`config.mk`:
```
export PLATFORM = sky130hd
export DESIGN_NAME = websocket_frame_parser_top
export DESIGN_NICKNAME = d
export VERILOG_FILES = /design/src/rtl/core/wsfp_pkg.sv /design/src/rtl/core/wsfp_parser.sv /design/src/rtl/core/websocket_frame_parser_top.sv
export SDC_FILE = /design/constraint.sdc
export NUM_CORES = 1
export LEC_CHECK = 0
export BUFFER_PORTS_ARGS = -buffer_cell sky130_fd_sc_hd__buf_2
export CORE_MARGIN = 2
export CORE_UTILIZATION = 45
export DETAILED_ROUTE_END_ITERATION = 7
export SLEW_MARGIN = 0
export SYNTH_ARGS = -nofsm -noshare
export SYNTH_HDL_FRONTEND = slang
export SYNTH_SLANG_ARGS = --single-unit
```
`constraint.sdc`:
```
create_clock -name clk -period 4.7 [get_ports clk]
set_clock_uncertainty 0.2 [all_clocks]
set_input_delay 0.94 -clock clk [delete_from_list [all_inputs] [get_ports clk]]
set_output_delay 0.94 -clock clk [all_outputs]
set_load 0.03 [all_outputs]
```
`src/rtl/core/wsfp_pkg.sv`:
```
// Shared types and constants for the WebSocket frame parser.
package wsfp_pkg;

	localparam int unsigned ByteW  = 8;
	localparam int unsigned CountW = 16;
	localparam int unsigned Len7W  = 7;

	localparam logic [ByteW-1:0] FinMask    = 8'h80;
	localparam logic [ByteW-1:0] MaskBit    = 8'h80;
	localparam logic [3:0]       OpText     = 4'h1;
	localparam logic [Len7W-1:0] Len7Ext16  = 7'd126;
	localparam logic [Len7W-1:0] Len7Ext64  = 7'd127;

	typedef enum logic [2:0] {
		PH_HDR0   = 3'd0,
		PH_HDR1   = 3'd1,
		PH_EXT_HI = 3'd2,
		PH_EXT_LO = 3'd3,
		PH_DATA   = 3'd4
	} phase_t;

	typedef struct packed {
		logic             has_result;
		logic [ByteW-1:0] payload_byte;
		logic             byte_valid;
		logic             frame_end;
		logic             unsupported;
	} result_t;

endpackage

```
`src/rtl/core/wsfp_parser.sv`:
```
// Frame parser state machine: header checks, length capture and payload count.
module wsfp_parser
	import wsfp_pkg::*;
(
	input  logic             clk,
	input  logic             arst_n,
	input  logic             step,
	input  logic [ByteW-1:0] rx_byte,
	output result_t          result
);

	phase_t              phase_q, phase_d;
	logic [ByteW-1:0]    first_header_q, first_header_d;
	logic [CountW-1:0]   remaining_q, remaining_d;

	logic [Len7W-1:0]    len7;
	logic                hdr_ok;
	logic                last_data;
	logic [CountW-1:0]   ext_count;

	assign len7      = rx_byte[Len7W-1:0];
	assign hdr_ok    = ((first_header_q & FinMask) != '0)
	                && (first_header_q[3:0] == OpText)
	                && ((rx_byte & MaskBit) == '0)
	                && (len7 != Len7Ext64);
	assign last_data = (remaining_q <= CountW'(1));
	assign ext_count = remaining_q | CountW'(rx_byte);

	// next state
	always_comb begin
		phase_d        = phase_q;
		first_header_d = first_header_q;
		remaining_d    = remaining_q;
		unique case (phase_q)
			PH_HDR1: begin
				if (!hdr_ok) begin
					phase_d = PH_HDR0;
				end else if (len7 == Len7Ext16) begin
					phase_d = PH_EXT_HI;
				end else if (len7 == '0) begin
					phase_d = PH_HDR0;
				end else begin
					remaining_d = CountW'(len7);
					phase_d     = PH_DATA;
				end
			end
			PH_EXT_HI: begin
				remaining_d = {rx_byte, {(CountW-ByteW){1'b0}}};
				phase_d     = PH_EXT_LO;
			end
			PH_EXT_LO: begin
				remaining_d = ext_count;
				phase_d     = (ext_count == '0) ? PH_HDR0 : PH_DATA;
			end
			PH_DATA: begin
				remaining_d = last_data ? '0 : remaining_q - CountW'(1);
				if (last_data) begin
					phase_d = PH_HDR0;
				end
			end
			default: begin
				first_header_d = rx_byte;
				phase_d        = PH_HDR1;
			end
		endcase
	end

	// result for the current beat
	always_comb begin
		result = '0;
		unique case (phase_q)
			PH_HDR1: begin
				if (!hdr_ok) begin
					result.has_result  = 1'b1;
					result.unsupported = 1'b1;
				end else if (len7 == '0) begin
					result.has_result = 1'b1;
					result.frame_end  = 1'b1;
				end
			end
			PH_EXT_LO: begin
				if (ext_count == '0) begin
					result.has_result = 1'b1;
					result.frame_end  = 1'b1;
				end
			end
			PH_DATA: begin
				result.has_result   = 1'b1;
				result.payload_byte = rx_byte;
				result.byte_valid   = 1'b1;
				result.frame_end    = last_data;
			end
			default: begin
				result = '0;
			end
		endcase
	end

	always_ff @(posedge clk or negedge arst_n) begin
		if (!arst_n) begin
			phase_q        <= PH_HDR0;
			first_header_q <= '0;
			remaining_q    <= '0;
		end else if (step) begin
			phase_q        <= phase_d;
			first_header_q <= first_header_d;
			remaining_q    <= remaining_d;
		end
	end

endmodule

```
`src/rtl/core/websocket_frame_parser_top.sv`:
```
// WebSocket frame parser: input byte register, parser, result register.
// A byte goes through the input byte register, then the result register.
// Throughput: one byte per cycle while the output side is ready; the result
// register frees the input stage as soon as the held result is taken.
// Reset (arst_n low, asynchronous): parser expects a first header byte,
// both stages are emptied.
module websocket_frame_parser_top
	import wsfp_pkg::*;
(
	input  logic             clk,
	input  logic             arst_n,
	input  logic             s_axis_tvalid,
	output logic             s_axis_tready,
	input  logic [ByteW-1:0] s_axis_tdata,  // [7:0] rx_byte
	output logic             m_axis_tvalid,
	input  logic             m_axis_tready,
	output logic [ByteW-1:0] m_axis_tdata,  // [7:0] payload_byte
	output logic [1:0]       m_axis_tuser,  // [0] byte_valid, [1] unsupported
	output logic             m_axis_tlast   // frame_end
);

	logic             valid_s1;
	logic [ByteW-1:0] byte_s1;
	logic             out_free;
	logic             step;
	result_t          result;

	// the result register is free when empty or being drained this cycle
	assign out_free      = !m_axis_tvalid || m_axis_tready;
	assign step          = valid_s1 && out_free;
	assign s_axis_tready = !valid_s1 || out_free;

	always_ff @(posedge clk or negedge arst_n) begin
		if (!arst_n) begin
			valid_s1 <= 1'b0;
		end else if (s_axis_tready) begin
			valid_s1 <= s_axis_tvalid;
		end
	end

	always_ff @(posedge clk) begin
		if (s_axis_tready && s_axis_tvalid) begin
			byte_s1 <= s_axis_tdata;
		end
	end

	wsfp_parser u_parser (
		.clk     (clk),
		.arst_n  (arst_n),
		.step    (step),
		.rx_byte (byte_s1),
		.result  (result)
	);

	always_ff @(posedge clk or negedge arst_n) begin
		if (!arst_n) begin
			m_axis_tvalid <= 1'b0;
		end else if (out_free) begin
			m_axis_tvalid <= step && result.has_result;
		end
	end

	always_ff @(posedge clk) begin
		if (step && result.has_result) begin
			m_axis_tdata <= result.payload_byte;
			m_axis_tuser <= {result.unsupported, result.byte_valid};
			m_axis_tlast <= result.frame_end;
		end
	end

endmodule

```
* Word-level counts from Yosys, hierarchy flattened
Cells that the tools add are included.
** Word-level totals
- Bits in registers :: 48
- Bits of input ports :: 12
- Output and inout port bits :: 13
- Logic and storage cells :: 62
** Cells by class
- Add/subtract/negate cells :: 1
- Order comparisons :: 1
- Equality and inequality tests :: 11
- Muxes and demuxes :: 19
- Bitwise logic cells :: 2
- Reduce and logical (&&, ||, !) cells :: 18
** Operator list (count)
- $mux 16 :: 4
- $pmux 16 s4 :: 1
- $le 16x1->1 const B :: 1
- $logic_not 16->1 :: 1
- $or 16x8->16 :: 1
- $sub 16x1->16 const B :: 1
- $mux 3 :: 5
- $pmux 3 s4 :: 1
- $logic_not 8->1 :: 1
- $eq 7x7->1 const B :: 1
- $logic_not 7->1 :: 1
- $ne 7x7->1 const B :: 1
- $eq 3x2->1 const B :: 2
- $logic_and 1x1->1 :: 6
- $mux 1 :: 6
- $pmux 1 s3 :: 2
- $reduce_and 5->1 :: 1
- $eq 4x1->1 const B :: 1
- $ne 2x1->1 const B :: 2
- $ne 2x2->1 const B :: 2
- $reduce_and 2->1 :: 2
- $reduce_bool 4->1 :: 1
- $reduce_or 4->1 :: 1
- $eq 3x1->1 const B :: 1
- 4 further kinds :: 6

* Logic depth before layout (Yosys ltp)
Gate-level depths: netlist (run 1).
- Depth after elaboration :: 7
- Depth in mapped cells :: 8
- Depth with buffers taken out :: 7

* Modules after synthesis
A second synthesis (run 1) with hierarchy kept.
** Second synthesis, totals
- Cells, all modules :: 236
- Area, all modules :: 2434.8 µm²
** By module, submodules not included
- wsfp_parser :: times used 1, cells an instance 207, area each 1752.9 µm², sequential area each 600.6 µm²
- websocket_frame_parser_top :: times used 1, cells an instance 29, area each 681.9 µm², sequential area each 620.6 µm²

* Worst setup path after synthesis (run 1)
Ideal clock, no wire load.
- Kind :: reg-to-reg
- From :: register u_parser.remaining_q[2]
- To :: register m_axis_tdata[0], enable pin
- Setup time :: 0.383 ns
- Data arrival time :: 2.321 ns
- Required time :: 4.117 ns
- Path slack :: 1.796 ns
- Cell stages (with the launch flop) :: 7
- Path buffers :: 1
- Period minus slack after synthesis :: 2.904 ns
- Cells stage by stage :: dfrtp_1 > clkbuf_1 > or4_4 > nor3_2 > a31oi_1 > a211o_1 > a21oi_1
** On the way
- Word-level cells in the longest chain between the ends :: 5
** Ends and longest elaborated chain
- start: declaration :: line wsfp_parser.sv:14 : logic [CountW-1:0] remaining_q, remaining_d;
- start signal: assignment :: line wsfp_parser.sv:107 : remaining_q <= remaining_d;
- $or 16x8->16 :: line wsfp_parser.sv:27 : assign ext_count = remaining_q | CountW'(rx_byte);
- $logic_not 16->1 :: line wsfp_parser.sv:82 : if (ext_count == '0) begin
- $mux 1 :: line wsfp_parser.sv:82
- $pmux 1 s3 :: line wsfp_parser.sv:71 : unique case (phase_q)
- $logic_and 1x1->1 :: line websocket_frame_parser_top.sv:64 : if (step && result.has_result) begin
- end signal: assignment :: line websocket_frame_parser_top.sv:65 : m_axis_tdata <= result.payload_byte;
- end: declaration :: line websocket_frame_parser_top.sv:17 : output logic [ByteW-1:0] m_axis_tdata,
No other way between the ends.
A chain may end at the register's enable or synchronous reset.

* Final worst setup path (run 1)
- From :: register u_parser.remaining_q[10]
- To :: register m_axis_tdata[2], enable pin
The elaborated chain is that of the path after synthesis.

==> qor.csv, run 1 <==
metric;value;unit
vias_per_cell;6.02;
worstMarginPinSlew;998;ps
diodes;0;
min_path_cells;1;
track_usage;20.2;%
cts_made_buffers;5;
drc;0;
vias;2017;
syn_avg_cell_area;10.1;µm²
cts_tree;built;
period_minus_slack;3280;ps
dp_hpwl;3.97;mm
rsz0062_at_grt;no;
irDropWorstVdd;0.266;mV
synth_area;2470;µm²
met3_usage;3.56;%
synth_top_area_share;26.3;%
area_growth;10.3;%
use_met1;28.4;%
timing.rr.start;u_parser.remaining_q[10];
syn-num-nets;258;
place_ws;1450;ps
layout_commonest_cell;dfrtp_1;
clk_path_buf_depth;2;
max_freq;0.305;GHz
path_cells;or4_1 > nor3_2 > a31oi_1 > a211o_1 > a21oi_1;
power_density;470;nW/µm²
cp-startpoint;u_parser.remaining_q[10];
cp_max_fo;11;
p_leak;1.08;nW
finalSetupTns;0;ps
ys_seq_area_share;49.4;%
nets;278;
dr.pass1.iters;4;
hold-worst-slack;304;ps
crit_required;4420;ps
synthCells;244;
relSlewSlack;33.4;%
totalWireLength;5.75;mm
cts.clk_slew.worst_paths;100;ps
critPathKind;flop to flop;
cts_hold_buf;0;
die-area;6100;µm²
post-route-cell-area;2730;µm²
synthArstFlopShare;57.8;%
start_kind;flop;
total_power;1.28;mW
final_cell_mix;dfrtp_1 (26), buf_2 (24), edfxtp_1 (19);
setup_viol;0;
core_area;5200;µm²
end_kind;flop;
slowest_stage;a21oi_1;
synth_edf_count;19;
cp.arrival;3000;ps
fp.dieH;78.1;µm
grt_pass1_wl;9.51;mm
cap_viol_max_count;0;
place.gp.congestion;0.858;
die_x;78.1;µm
post-cts-setup-buffers;0;
initial_core_util;47.5;%
final_max_slew_viol_count;0;
slowest_delay;790;ps
grt_max_degree;27;
grt_pass1_vias;1899;
min_period_over_period;69.8;%
ys_types;53;
use_met2;30.8;%
io_pins;25;
ant_nets;0;
first_iter_violations;151;
cts_resized;0;
overflow;0;
grt.busiest_layer;met2;
ys.flop_type;dfrtp_1;
timing_hold_violations_final;0;
io_buffers;24;
hold_class;flop to flop;
wl_per_cell;17.2;µm
dpl_cell_area;2640;µm²
r2r_cells;5;
ys_ff_latch;45;
ys_top_cells_by_area;dfrtp_1 (26%), edfxtp_1 (23%), a22oi_1 (3.3%), o22ai_1 (3.0%), and2_1 (2.8%);
critical_path.top_delay_family;compound AO/OA/AOI/OAI gates;
antenna_found_initial;0;
yosys.area.top_type;dfrtp_1;
htreeDepth;2;
hold_start;u_parser.first_header_q[7];
crit_buf_inv;0;
clock_latency;310;ps
yosys_warnings;0;
rr_endpoint;m_axis_tdata[2];
min_to;u_parser.first_header_q[7];
outcome;complete, no violations;
finalWorstSetupSlack;1420;ps
rows;26;
drive_gt1_share;17.7;%
root_buffer;clkbuf_8;
rrSetupSlack;1420;ps
cts_sinks;45;
[how the worst max path moves through the flow]
| stage | end | slack (ps) | cells after the start |
|---|---|---|---|
| 3_3_place_gp | m_axis_tdata[1] | 1550 | 5 |
| 6_report | m_axis_tdata[2] | 1420 | 5 |
| 2_1_floorplan | m_axis_tdata[0] | 1800 | 6 |
| 3_5_place_dp | m_axis_tdata[1] | 1450 | 5 |
| 5_1_grt | m_axis_tdata[0] | 1240 | 5 |
| 4_1_cts | m_axis_tuser[1] | 1420 | 5 |
[flip-flops by register name (all words and copies together) (netlist names)]
register,cells
u_parser.remaining_q,16
byte_s1,8
m_axis_tdata,8
u_parser.first_header_q,5
u_parser.phase_q,3
m_axis_tuser,2
m_axis_tlast,1
m_axis_tvalid,1
valid_s1,1
[synth_stat cells (3+ instances only)]
| library cell | instances |
|---|---|
| dfrtp_1 | 26 |
| edfxtp_1 | 19 |
| inv_1 | 18 |
| nand2_1 | 16 |
| nor2_1 | 13 |
| o22ai_1 | 12 |
| a22oi_1 | 11 |
| and2_1 | 11 |
| o21ai_0 | 10 |
| a21oi_1 | 9 |
| clkbuf_1 | 9 |
| nand3_1 | 8 |
| nor3_1 | 8 |
| a32oi_1 | 6 |
| a221oi_1 | 5 |
| mux2_2 | 5 |
| a21o_1 | 3 |
| buf_2 | 3 |
| nand2b_1 | 3 |
| or3_1 | 3 |
[per-layer routing]
metal	up-vias	part of all wire, %	routed length [µm]
met1	957	46	2640
li1	969	-	-
met4	0	1.1	65
met2	85	46	2670
met5	-	0	0
met3	6	6.6	379
[cell type report]
class | count | area (µm²)
fillers | 472 | 2480
flip-flops and latches | 45 | 1220
multi-input cells | 169 | 1130
repair buffers | 25 | 128
well taps | 70 | 87.6
clock buffers | 6 | 72.6
inverters | 18 | 67.6
clock inverters | 2 | 15.0
[cell families (layout without fill, tap and decap cells)]
family | Yosys count | in the layout | share of synthesized area (%)
buffers and inverters | 30 | 51 | 4.71
XOR/XNOR | 1 | 1 | 0.354
AND/OR/NAND/NOR | 83 | 83 | 19.9
multiplexers | 5 | 5 | 2.28
flip-flops | 45 | 45 | 49.4
AO/OA/AOI/OAI | 78 | 78 | 22.4
adder cells (fa/ha/maj) | 2 | 2 | 1.01
[worst register-to-register path, delay by kind of cell (launching register included)]
family,cells,cell delay (ps)
AOI/OAI and AO/OA,3,1260
and+or+nand+nor,2,1020
DFF,1,410
[power by group]
part | switching [mW] | internal [mW] | total, mW
clock network | 0.137 | 0.105 | 0.242
logic | 0.222 | 0.152 | 0.373
registers | 0.123 | 0.543 | 0.666
[stage by stage]
step / util, % / instances
finish: 52.4 / 335
global route: 52.4 / 335
CTS: 52.4 / 335
detailed placement: 50.7 / 327
global placement: 50.7 / 327
floorplan: - / 244
Note: power is estimated with default switching activity, not from simulation.
==> run 2: changes to the inputs <==
--- a/config.mk
+++ b/config.mk
@@ -5,10 +5,12 @@
 export SDC_FILE = /design/constraint.sdc
 export NUM_CORES = 1
 export LEC_CHECK = 0
+export ABC_AREA = 1
 export BUFFER_PORTS_ARGS = -buffer_cell sky130_fd_sc_hd__buf_2
 export CORE_MARGIN = 2
 export CORE_UTILIZATION = 45
 export DETAILED_ROUTE_END_ITERATION = 7
+export PLACE_DENSITY = 0.66
 export SLEW_MARGIN = 0
 export SYNTH_ARGS = -nofsm -noshare
 export SYNTH_HDL_FRONTEND = slang
==> constraint.sdc (replaced) <==
create_clock -name clk -period 2.9 [get_ports clk]
set_clock_uncertainty 0.2 [all_clocks]
set_input_delay 0.58 -clock clk [delete_from_list [all_inputs] [get_ports clk]]
set_output_delay 0.58 -clock clk [all_outputs]
set_load 0.03 [all_outputs]
==> run 2 against run 1 <==
Clock-buffer cell count fell by 1. Sequential power grew 43%. Synthesized cell count is 47% higher. Area after synthesis grew 5.7%. Cell area up 6.7%. Critical endpoint is now m_axis_tdata[5]. Largest cell class unchanged. Highest routed layer unchanged.
==> qor.csv, run 2 <==
metric;value;unit
die-area;6430;µm²
io_buffers;24;
fp.dieH;80.2;µm
final_cell_mix;nand2_1 (146), nor2_1 (42), inv_1 (35);
synth_fa_ha_area_share;0.958;%
worstMarginPinSlew;627;ps
antenna_found_initial;0;
min_period_over_period;78.2;%
drive_gt1_share;13.6;%
critPathKind;flop to flop;
utilization;52.5;%
rsz0062_at_grt;no;
syn-num-nets;373;
ys_ff_latch;45;
setup_viol;0;
area_growth;11.3;%
p_leak;1.50;nW
synth_top_family_by_area;simple AND/OR/NAND/NOR gates;
outcome;complete, no violations;
dp_hpwl;4.40;mm
synth_common_cells;nand2_1 (146), nor2_1 (42), inv_1 (35), nand3_1 (27), dfrtp_1 (26);
synthArstFlopShare;57.8;%
p_clk_share;18.5;%
yosys.area_share.simple;39.1;%
crit_required;2670;ps
vias_per_cell;5.03;
power_density;746;nW/µm²
instances_no_fill;462;
overflow;0;
p_switching;0.924;mW
dpl_cell_area;2820;µm²
synthCells;359;
synth-xor-area-share;1.34;%
htreeDepth;2;
ys.flop_type;dfrtp_1;
cap_viol_max_count;0;
cts.clk_slew.worst_paths;90;ps
regMostFlops;u_parser.remaining_q;
cts_resized;0;
rows;27;
io_pins;25;
p_int;1.24;mW
clock_latency;310;ps
relSlewSlack;58.2;%
ys_types;27;
drc;0;
wl_per_cell;13.0;µm
r2r_cells;9;
sequentialPowerShare;43.9;%
grt_max_degree;27;
dr.pass1.iters;4;
synth_edf_count;19;
layout_commonest_cell;nand2_1;
placedCellCount;454;
final_max_slew_viol_count;0;
ant_nets;0;
largest_reg_flops;16;
core_area;5540;µm²
top_regs;u_parser.remaining_q x16, byte_s1 x8, m_axis_tdata x8;
start_kind;flop;
clk_path_buf_depth;2;
ys_top_cells_by_area;dfrtp_1 (25%), edfxtp_1 (22%), nand2_1 (21%), nor2_1 (6.0%), nand3_1 (5.2%);
diodes;0;
synth_area;2610;µm²
root_buffer;clkbuf_8;
cts_made_buffers;5;
cts_tree;built;
post-cts-setup-buffers;0;
cts_hold_buf;0;
yosys_warnings;0;
finalSetupTns;0;ps
ys_seq_area_share;46.7;%
post-route-cell-area;2910;µm²
cts_sinks;45;
totalWireLength;6.01;mm
grt_pass1_wl;10.0;mm
cp.arrival;2040;ps
synthMuxAreaShare;0;%
place.gp.congestion;0.903;
vias;2322;
yosys.area.top_type;dfrtp_1;
switching_share;42.6;%
syn_avg_cell_area;7.28;µm²
timing_hold_violations_final;0;
synth_compound_area_share;5.17;%
cp_max_fo;11;
power_frac_comb;37.6;%
synth.most_common_cell;nand2_1;
end_kind;flop;
grt_pass1_vias;2096;
irDropWorstVdd;0.414;mV
die_x;80.2;µm
period_minus_slack;2270;ps
first_iter_violations;133;
hold_class;primary input to asynchronous set/reset pin;
total_power;2.17;mW
initial_core_util;47.2;%
synth_top_area_share;24.9;%
nets;403;
track_usage;20.5;%
max_freq;0.441;GHz
[run 2: power groups by stage]
stage	Clock (mW)	Combinational [mW]	Sequential, mW
finish	0.400	0.816	0.952
global route	0.438	0.924	0.971
CTS	0.411	0.821	0.949
detailed placement	0	0.817	0.962
global placement	0	0.807	0.961
floorplan	0	0.554	1.01
[run 2: cells by family (layout without fill, tap and decap cells)]
logic type	Yosys count	in the layout
compound gates	25	25
xor+xnor	4	4
simple gates	239	239
buf+inv	44	75
fa+ha+maj	2	2
flops	45	45
[run 2: area by class of cell]
class,count,area [µm²]
clock buffers,5,68.8
clock inverters,3,21.3
fillers,576,2630
inverters,41,154
multi-input cells,270,1220
flip-flops and latches,45,1220
well taps,72,90.1
repair buffers,26,135
[run 2: stage by stage]
step / setup slack (ps) / hold slack [ps]
finish: 632 / 81.9
global route: 477 / 136
CTS: 626 / 115
detailed placement: 640 / 275
global placement: 660 / 267
floorplan: 961 / 84.4
[run 2: layer usage]
layer	up-vias	part of all wire [%]	global-route usage [%]
met5	-	0	0
met4	0	1.0	5.08
met3	6	4.8	3.71
met2	55	46	32.3
met1	1068	48	29.3
li1	1193	-	-
[run 2: worst paths after layout]
path	start	to	slack (ps)
max	byte_s1[4]	m_axis_tdata[5]	630
min	arst_n	m_axis_tvalid	80
max reg2reg	byte_s1[4]	m_axis_tdata[5]	630
min reg2reg	u_parser.first_header_q[1]	u_parser.first_header_q[1]	290
max in group asynchronous	arst_n	u_parser.remaining_q[5]	2000
min in group clk	s_axis_tdata[2]	byte_s1[2]	240
[run 2: critical path: stages, from the launching register on]
cell and delay [ps]:
edfxtp_1 480, inv_1 230, nand2_1 80, nor2_1 140, nand2_1 80, nand3_1 120
nand2_2 100, nand3_1 110, nand2_1 80, inv_1 330
